File: config.mk
export PLATFORM = sky130hd
export DESIGN_NAME = in_order_commit_tracker_core
export DESIGN_NICKNAME = d
export VERILOG_FILES = /design/src/sv/ioct_pkg.sv /design/src/sv/in_order_commit_tracker_core.sv
export SDC_FILE = /design/constraint.sdc
export NUM_CORES = 2
export LEC_CHECK = 0
export BUFFER_PORTS_ARGS = -buffer_cell sky130_fd_sc_hd__buf_2
export CORE_MARGIN = 1.5
export CORE_UTILIZATION = 35
export DETAILED_ROUTE_END_ITERATION = 8
export GPL_TIMING_DRIVEN = 0
export PLACE_DENSITY = 0.59
export SETUP_SLACK_MARGIN = 0.3
export SLEW_MARGIN = 20
export SYNTH_ARGS = -nofsm -noshare
export SYNTH_HDL_FRONTEND = slang
export SYNTH_SLANG_ARGS = --single-unit
File: constraint.sdc
create_clock -name clk -period 10.3 [get_ports clk]
set_clock_uncertainty 0.2 [all_clocks]
set_input_delay 0.515 -clock clk [delete_from_list [all_inputs] [get_ports clk]]
set_output_delay 0.515 -clock clk [all_outputs]
set_load 0.005 [all_outputs]
File: src/sv/ioct_pkg.sv
`default_nettype none
// Shared codes for the in-order commit tracker: event kinds, result status
// codes and configuration register indexes. No dependencies.
package ioct_pkg;

  typedef logic [1:0] op_t;
  typedef logic [1:0] status_t;
  typedef logic [0:0] cfg_index_t;

  localparam op_t OP_REGISTER = 2'd0;
  localparam op_t OP_CONFIRM  = 2'd1;
  localparam op_t OP_FAIL     = 2'd2;
  localparam op_t OP_CONSUME  = 2'd3;

  localparam status_t ST_DONE       = 2'd0;
  localparam status_t ST_STALE      = 2'd1;
  localparam status_t ST_FULL       = 2'd2;
  localparam status_t ST_NO_ROLLBK  = 2'd3;

  localparam cfg_index_t CFG_MAX_RETRIES  = 1'd0;
  localparam cfg_index_t CFG_START_OFFSET = 1'd1;

  localparam int RETRY_BITS      = 8;
  localparam int RESET_MAX_RETRY = 3;

endpackage
`default_nettype wire

File: src/sv/in_order_commit_tracker_core.sv
`default_nettype none
// In-order commit tracker: ring of in-flight units, retire walk and rollback guard.
// Depends on ioct_pkg for event, status and register codes.

// One transaction on the input channel is one event; each event gives exactly one
// result transaction. Events are handled one at a time by a small sequencer around
// a ring memory of end offsets and confirmed flags, read one slot per cycle at the
// head. A register, failure report or rejected event goes from the check step
// straight to the final step, which puts its result in the output register. A
// confirm passes through the check, wait and walk steps; the retire walk reads one
// ring slot per cycle, retiring units while the head is confirmed. A consumed
// rollback passes through the skip step, where the whole window is dropped in one
// step. A finished result waits in the last step while the previous one has not
// been taken. The input channel is ready again as soon as the result is in the
// output register, so the next event can be accepted while that result waits to be taken.
module in_order_commit_tracker_core
  import ioct_pkg::*;
#(
  parameter int WINDOW      = 16,
  parameter int SEQ_BITS    = 32,
  parameter int OFFSET_BITS = 48
) (
  input  wire logic                   clk,
  input  wire logic                   rst_n,
  input  wire logic                   in_tvalid,
  output logic                        in_tready,
  // Fields from bit 0 up: end_offset, seq_in, zero fill.
  input  wire logic [((OFFSET_BITS + SEQ_BITS + 7) / 8) * 8 - 1:0] in_tdata,
  // Fields from bit 0 up: operation.
  input  wire logic [1:0]             in_tuser,
  output logic                        out_tvalid,
  input  wire logic                   out_tready,
  // Fields from bit 0 up: seq_out, rewind_offset, dropped_bytes, committed_offset,
  // zero fill.
  output logic [((SEQ_BITS + 3 * OFFSET_BITS + 7) / 8) * 8 - 1:0] out_tdata,
  // Fields from bit 0 up: status.
  output logic [1:0]                  out_tuser,
  input  wire logic                   cfg_valid,
  output logic                        cfg_ready,
  input  wire logic [0:0]             cfg_index,
  input  wire logic [OFFSET_BITS-1:0] cfg_data
);

  localparam int IN_RAW  = OFFSET_BITS + SEQ_BITS;
  localparam int OUT_RAW = SEQ_BITS + 3 * OFFSET_BITS;
  localparam int OUT_W   = ((OUT_RAW + 7) / 8) * 8;
  localparam int PTR_W   = $clog2(WINDOW);
  localparam int CMP_W   = SEQ_BITS + 11;

  localparam logic [2:0] S_IDLE  = 3'd0;
  localparam logic [2:0] S_CHECK = 3'd1;
  localparam logic [2:0] S_WAIT  = 3'd2;
  localparam logic [2:0] S_WALK  = 3'd3;
  localparam logic [2:0] S_SKIP  = 3'd4;
  localparam logic [2:0] S_FIN   = 3'd5;

  logic [2:0]             state_r, state_nxt;
  op_t                    op_r, op_nxt;
  logic [OFFSET_BITS-1:0] end_r, end_nxt;
  logic [SEQ_BITS-1:0]    seq_r, seq_nxt;
  status_t                status_r, status_nxt;
  logic [SEQ_BITS-1:0]    seq_out_r, seq_out_nxt;
  logic [OFFSET_BITS-1:0] rewind_r, rewind_nxt;
  logic [OFFSET_BITS-1:0] dropped_r, dropped_nxt;

  logic [RETRY_BITS-1:0]  max_retries_r, max_retries_nxt;
  logic [OFFSET_BITS-1:0] committed_r, committed_nxt;
  logic [OFFSET_BITS-1:0] last_rb_r, last_rb_nxt;
  logic [RETRY_BITS-1:0]  stuck_r, stuck_nxt;
  logic                   rb_pend_r, rb_pend_nxt;
  logic [SEQ_BITS-1:0]    head_seq_r, head_seq_nxt;
  logic [SEQ_BITS-1:0]    tail_seq_r, tail_seq_nxt;
  logic [PTR_W-1:0]       head_pos_r, head_pos_nxt;

  logic                   out_valid_r, out_valid_nxt;
  logic [OUT_W-1:0]       out_data_r, out_data_nxt;
  status_t                out_user_r, out_user_nxt;

  logic [OFFSET_BITS-1:0] end_mem [WINDOW];
  logic                   conf_mem [WINDOW];
  logic [OFFSET_BITS-1:0] end_rd_r;
  logic                   conf_rd_r;

  logic                   wr_en, wr_conf;
  logic [PTR_W-1:0]       wr_slot;

  logic [SEQ_BITS-1:0]    cnt, seq_gap;
  logic [CMP_W-1:0]       cnt_w, seq_gap_w;
  logic [PTR_W:0]         ring_step, ring_sum, ring_wrap;
  logic                   cnt_full, seq_stale, skip_hit, skip_take;
  logic [RETRY_BITS-1:0]  stuck_base;
  logic [OFFSET_BITS-1:0] commit_skip;
  logic                   in_acc;

  assign in_acc    = in_tvalid && in_tready;
  assign in_tready = (state_r == S_IDLE);
  assign cfg_ready = 1'b1;
  assign out_tvalid = out_valid_r;
  assign out_tdata  = out_data_r;
  assign out_tuser  = out_user_r;

  assign cnt       = tail_seq_r - head_seq_r;
  assign seq_gap   = seq_r - head_seq_r;
  assign cnt_w     = CMP_W'(cnt);
  assign seq_gap_w = CMP_W'(seq_gap);
  assign cnt_full  = (cnt_w >= CMP_W'(WINDOW));
  assign seq_stale = (seq_gap_w >= cnt_w);

  always_comb begin
    if (state_r == S_CHECK && op_r == OP_CONFIRM) begin
      ring_step = seq_gap_w[PTR_W:0];
    end else begin
      ring_step = cnt_w[PTR_W:0];
    end
    ring_sum = {1'b0, head_pos_r} + ring_step;
    if (ring_sum >= (PTR_W+1)'(WINDOW)) begin
      ring_wrap = ring_sum - (PTR_W+1)'(WINDOW);
    end else begin
      ring_wrap = ring_sum;
    end
  end

  assign stuck_base  = (committed_r != last_rb_r) ? '0 : stuck_r;
  assign skip_hit    = (max_retries_r != '0) && (stuck_r > max_retries_r);
  assign skip_take   = skip_hit && (cnt != '0) && (end_rd_r > committed_r);
  assign commit_skip = skip_take ? end_rd_r : committed_r;

  always_comb begin
    state_nxt       = state_r;
    op_nxt          = op_r;
    end_nxt         = end_r;
    seq_nxt         = seq_r;
    status_nxt      = status_r;
    seq_out_nxt     = seq_out_r;
    rewind_nxt      = rewind_r;
    dropped_nxt     = dropped_r;
    max_retries_nxt = max_retries_r;
    committed_nxt   = committed_r;
    last_rb_nxt     = last_rb_r;
    stuck_nxt       = stuck_r;
    rb_pend_nxt     = rb_pend_r;
    head_seq_nxt    = head_seq_r;
    tail_seq_nxt    = tail_seq_r;
    head_pos_nxt    = head_pos_r;
    out_valid_nxt   = out_valid_r;
    out_data_nxt    = out_data_r;
    out_user_nxt    = out_user_r;
    wr_en           = 1'b0;
    wr_conf         = 1'b0;
    wr_slot         = ring_wrap[PTR_W-1:0];

    if (out_valid_r && out_tready) begin
      out_valid_nxt = 1'b0;
    end

    case (state_r)
      S_IDLE: begin
        if (in_acc) begin
          op_nxt      = in_tuser;
          end_nxt     = in_tdata[OFFSET_BITS-1:0];
          seq_nxt     = in_tdata[IN_RAW-1:OFFSET_BITS];
          status_nxt  = ST_DONE;
          seq_out_nxt = '0;
          rewind_nxt  = '0;
          dropped_nxt = '0;
          state_nxt   = S_CHECK;
        end
      end
      S_CHECK: begin
        state_nxt = S_FIN;
        case (op_r)
          OP_REGISTER: begin
            if (cnt_full) begin
              status_nxt = ST_FULL;
            end else begin
              wr_en        = 1'b1;
              wr_conf      = 1'b0;
              seq_out_nxt  = tail_seq_r;
              tail_seq_nxt = tail_seq_r + 1'b1;
            end
          end
          OP_CONFIRM: begin
            if (seq_stale) begin
              status_nxt = ST_STALE;
            end else begin
              wr_en     = 1'b1;
              wr_conf   = 1'b1;
              state_nxt = S_WAIT;
            end
          end
          OP_FAIL: begin
            if (seq_stale) begin
              status_nxt = ST_STALE;
            end else begin
              rb_pend_nxt = 1'b1;
            end
          end
          default: begin
            if (!rb_pend_r) begin
              status_nxt = ST_NO_ROLLBK;
            end else begin
              last_rb_nxt = committed_r;
              stuck_nxt   = (stuck_base == '1) ? stuck_base : stuck_base + 1'b1;
              state_nxt   = S_SKIP;
            end
          end
        endcase
      end
      S_WAIT: begin
        state_nxt = S_WALK;
      end
      S_WALK: begin
        if (cnt != '0 && conf_rd_r) begin
          committed_nxt = end_rd_r;
          head_seq_nxt  = head_seq_r + 1'b1;
          head_pos_nxt  = (head_pos_r == PTR_W'(WINDOW - 1)) ? '0 : head_pos_r + 1'b1;
        end else begin
          state_nxt = S_FIN;
        end
      end
      S_SKIP: begin
        rewind_nxt    = commit_skip;
        committed_nxt = commit_skip;
        if (skip_take) begin
          dropped_nxt = end_rd_r - committed_r;
        end
        if (skip_hit) begin
          stuck_nxt   = '0;
          last_rb_nxt = commit_skip;
        end
        head_seq_nxt = tail_seq_r;
        head_pos_nxt = ring_wrap[PTR_W-1:0];
        rb_pend_nxt  = 1'b0;
        state_nxt    = S_FIN;
      end
      S_FIN: begin
        if (!out_valid_r || out_tready) begin
          out_valid_nxt = 1'b1;
          out_user_nxt  = status_r;
          out_data_nxt  = OUT_W'({committed_r, dropped_r, rewind_r, seq_out_r});
          state_nxt     = S_IDLE;
        end
      end
      default: begin
        state_nxt = S_IDLE;
      end
    endcase

    if (cfg_valid && cfg_ready) begin
      case (cfg_index)
        CFG_MAX_RETRIES: begin
          max_retries_nxt = cfg_data[RETRY_BITS-1:0];
        end
        CFG_START_OFFSET: begin
          committed_nxt = cfg_data;
          last_rb_nxt   = cfg_data;
        end
        default: begin
          max_retries_nxt = max_retries_r;
        end
      endcase
    end
  end

  always_ff @(posedge clk) begin
    if (!rst_n) begin
      state_r       <= S_IDLE;
      max_retries_r <= RETRY_BITS'(RESET_MAX_RETRY);
      committed_r   <= '0;
      last_rb_r     <= '0;
      stuck_r       <= '0;
      rb_pend_r     <= 1'b0;
      head_seq_r    <= '0;
      tail_seq_r    <= '0;
      head_pos_r    <= '0;
      out_valid_r   <= 1'b0;
    end else begin
      state_r       <= state_nxt;
      max_retries_r <= max_retries_nxt;
      committed_r   <= committed_nxt;
      last_rb_r     <= last_rb_nxt;
      stuck_r       <= stuck_nxt;
      rb_pend_r     <= rb_pend_nxt;
      head_seq_r    <= head_seq_nxt;
      tail_seq_r    <= tail_seq_nxt;
      head_pos_r    <= head_pos_nxt;
      out_valid_r   <= out_valid_nxt;
    end
  end

  always_ff @(posedge clk) begin
    op_r       <= op_nxt;
    end_r      <= end_nxt;
    seq_r      <= seq_nxt;
    status_r   <= status_nxt;
    seq_out_r  <= seq_out_nxt;
    rewind_r   <= rewind_nxt;
    dropped_r  <= dropped_nxt;
    out_data_r <= out_data_nxt;
    out_user_r <= out_user_nxt;
  end

  always_ff @(posedge clk) begin
    if (wr_en) begin
      conf_mem[wr_slot] <= wr_conf;
      if (!wr_conf) begin
        end_mem[wr_slot] <= end_r;
      end
    end
    end_rd_r  <= end_mem[head_pos_nxt];
    conf_rd_r <= conf_mem[head_pos_nxt];
  end

  a_window_bound: assert property (@(posedge clk) disable iff (!rst_n)
    cnt_w <= CMP_W'(WINDOW))
    else $error("pending units exceed the ring size");

  a_consume_empties: assert property (@(posedge clk) disable iff (!rst_n)
    state_r == S_SKIP |=> head_seq_r == tail_seq_r)
    else $error("consumed rollback left units pending");

  a_rollback_clear: assert property (@(posedge clk) disable iff (!rst_n)
    $fell(rb_pend_r) |-> $past(state_r) == S_SKIP)
    else $error("rollback request cleared outside a consume");

  a_walk_stops: assert property (@(posedge clk) disable iff (!rst_n)
    state_r == S_WALK && cnt == '0 |=> state_r == S_FIN)
    else $error("retire walk ran past the tail");

endmodule
`default_nettype wire
==> results.md <==
- FF-to-FF Start: head_seq_r[0]$_SDFFE_PN0P_
- Leak Pwr: 24.57 nW
- Initial core utilization: 35.28%
- Clock Sinks: 1408
- Worst-Skew Late Latency: 0.81 ns
- Die W: 419.1 um
- Total GRT Usage: 19.95%
- Count leader, synth: edfxtp_1
- 1st-pass router iterations: 6
- Standard-cell rows: 152
- 1st-iter DRT viols: 2967
- Post-DP HPWL: 130200 um
- Final setup vio count: 0
- Unique cell type count in the Yosys netlist: 88
- Fillers: 15600
- Max Freq: 120.4 MHz
- Via/cell ratio: 5.183
- Post-Synth XOR/XNOR Area: 2.484%
- Area occupied by multi-input gates: 19200 um2
- Sequential area share after synthesis: 65.91%
- Dpl ws: 2.039 ns
- Synth top cells by count: 1174 x edfxtp_1, 448 x mux2i_1, 254 x nor2_1
- Tcrit/Tclk final: 80.63%
- Fin cells: 7466
- Critical path type: reg -> reg
- Warnings from Yosys: 0
- Total number of vias: 38690
- Post-CTS Setup Bufs: 0
- Max FO, Critical Path: 19
- WHS Endpoint: max_retries_r[1]$_SDFFE_PN1P_
- Number of top-level pins: 317
- Worst setup margin: 1.995 ns
- Worst Path Arrival: 8.62 ns
- Mean Syn Cell Area: 13.89 um2
- Hold Path Cell Cnt: 2
- Vias in the first global route: 38230
- Tot Pwr: 14.89 mW
- Min Tclk post-route: 8.305 ns
- Synth Area in Adders: 3.473%
- HP Start: rst_n
- CP max stage cell: or3b_2
- Routed wire per std cell: 23.88 um
- H-tree depth: 4
- Outcome: finished clean
- Register Area: 39940 um2
- RSZ-0062 raised after global routing: false
- Core Util, Final: 42.43%
- Rel. slew slack: 24.74%
- Total wire length: 178300 um
- Multiplexer share of the synthesized area: 7.401%
- IO Port Bufs: 314
- Die height: 419.1 um
- Simple-Gate Fraction of Synth Area: 8.220%
- Core area: 171700 um2
- Largest family of logic cells by synthesized area: compound AO/OA/AOI/OAI gates
- CP endpoint kind: flip-flop
- DRC violations left: 0
- Final Cell Area: 72870 um2
- Proportion of layout cells with a drive suffix above 1: 14.63%
- GPL Wtd Cong: 0.9188
- Crit path largest cell delay: 0.62 ns
- Synth Instances: 4364
- Fin nets: 5317
- Die ar.: 175600 um2
- Pwr per Cell Area: 204.3 nW/um2
- Mapped cell area: 60590 um2
- Overflow after GRT: 0
- Synth Flop Type: edfxtp_1
- Startpoint types: flip-flop
- R2R Setup Slk: 1.99 ns
- Hold Fails Final Rpt: 0
- Top cell type's share of synthesized area: 58.18%
- Placed insts: 7036
- Worst Tran Pin Value: 1.125 ns
- Capture point of the worst reg-to-reg path: end_mem[0][27]$_DFFE_PP_
- First-pass GRT wire length: 256600 um
- EDFF count, synth: 1174
- Synth top area cells: edfxtp_1 58%, dfxtp_1 7.7%, mux2i_1 7.4%, ha_1 3.3%, a22oi_1 2.5%
- Top cell type by total area after synthesis: edfxtp_1
- Clock root buffer: clkbuf_16
- TritonCTS clock tree: done
- Largest net degree at the start of global routing: 49
- CTS Buffer Depth: 3
- Layout area overhead: 20.26%
- Critical path required time: 10.61 ns
- Initial antenna violation count: 17
- MaxCap Viol Count: 0
- Inserted Clock Buffers: 153
- Post-synthesis compound-gate area fraction: 9.821%
- Yosys reg bits: 1408
- DRT antenna net count: 0
- Post-synth ARST share: 0%
- Worst IR Drop VDD: 0.1489 mV
- Worst R2R Path Depth: 27
- Hold Crit Class: in -> reg
- Mapped Nets: 4665
- Max-slew violations: 0
- Dpl cell area: 66360 um2
- Clk pin slew, worst setup/hold paths: 0.06 ns
## placed cells by master, fill, tap and decap left out, types with 22 or more instances in the layout
cell type,netlist,final
a31oi_1,61,61
buf_4,34,35
dfxtp_1,234,234
and3_1,64,64
inv_1,139,138
a22oi_1,203,203
xnor2_1,81,81
o21ai_0,147,146
a21oi_1,118,118
nor4_1,22,22
nor2b_1,49,48
buf_12,0,22
clkinv_1,0,23
edfxtp_1,1174,1174
a21o_1,54,54
and2_1,70,70
o21a_1,66,66
nand4_1,39,39
clkbuf_16,0,154
clkinv_2,0,27
nor2_1,254,237
dlygate4sd3_1,0,135
clkbuf_1,110,140
and4_1,59,59
buf_16,0,25
buf_2,34,348
ha_1,161,161
nor3_1,42,41
nand3_1,40,40
xor2_1,89,89
nand2_1,241,239
buf_6,22,22
mux2i_1,448,448
nand2b_1,32,32
a221oi_1,69,69
## cells by family (layout without fill, tap and decap cells)
kind of cell,after synthesis,after routing
AO/OA/AOI/OAI,856,856
buffers and inverters,344,1126
flip-flops,1408,1408
adder cells (fa/ha/maj),166,166
XOR/XNOR,171,171
multiplexers,448,448
AND/OR/NAND/NOR,970,970
other,1,11
## power by group
group          internal (mW)  total (mW)  switching, mW
Sequential              6.59        6.89          0.297
Combinational          0.910        2.47           1.56
Clock                   3.15        5.54           2.39
## worst max-delay path by stage
stage	from	endpoint	slack, ns
6_report	head_seq_r[0]$_SDFFE_PN0P_	end_mem[0][27]$_DFFE_PP_	1.99
4_1_cts	head_seq_r[0]$_SDFFE_PN0P_	end_mem[0][41]$_DFFE_PP_	2.03
3_3_place_gp	out_tready	out_tdata[67]$_DFFE_PP_	-3.34
3_5_place_dp	head_seq_r[0]$_SDFFE_PN0P_	end_mem[0][30]$_DFFE_PP_	2.04
2_1_floorplan	out_tready	out_tdata[0]$_DFFE_PP_	1.27
5_1_grt	head_seq_r[0]$_SDFFE_PN0P_	end_mem[0][28]$_DFFE_PP_	1.53
## flip-flops by register name, summed over array words and instances (netlist names)
signal,flops
seq_r,32
last_rb_r,48
seq_out_r,32
state_r,3
stuck_r,8
end_r,48
max_retries_r,8
committed_r,48
tail_seq_r,32
out_tvalid,1
head_pos_r,4
op_r,2
out_tuser,2
conf_rd_r,1
conf_mem,16
head_seq_r,32
status_r,2
end_mem,768
rewind_r,48
rb_pend_r,1
end_rd_r,48
dropped_r,48
out_tdata,176
## through the flow
stage / TNS, ns / hold WS (ns)
floorplan: 0 / 0.2003
global placement: -1468.54 / 0.2049
detailed placement: 0 / 0.2045
CTS: 0 / 0.002678
global route: 0 / 0.05318
finish: 0 / 0.04425
## routing by layer
metal / wire [um] / track usage (%)
met5: 0 / 0
met1: 74610 / 25.59
met2: 84450 / 32.74
met3: 9692 / 2.989
met4: 9514 / 10.13
## final cells by class
cell class                 instances  area share [%]
antenna                           10         0.03434
buffer                           205           1.518
clock buffer                     191           5.561
clock inverter                    94           1.477
inverter                         139          0.7228
multi-input combinational       2612           26.35
sequential                      1408           54.81
tap                             2310           3.966
timing repair buffer             497           5.570
## critical path, delay by kind of cell, from the launching register on
kind,cells,cell delay (ns)
simple gates,8,2.35
compound gates,13,3.60
xor+xnor,1,0.09
fa+ha+maj,3,0.78
buf+inv,2,0.45
flops,1,0.50
## what timing repair did
action / 4_1_cts / 5_1_grt
endpoints found under the hold margin: 173 / 0
setup endpoints to repair: 0 / 0
resized for setup: 0 / 0
hold buffers: 135 / 0
No activity file was read; power rests on OpenSTA's default activity.
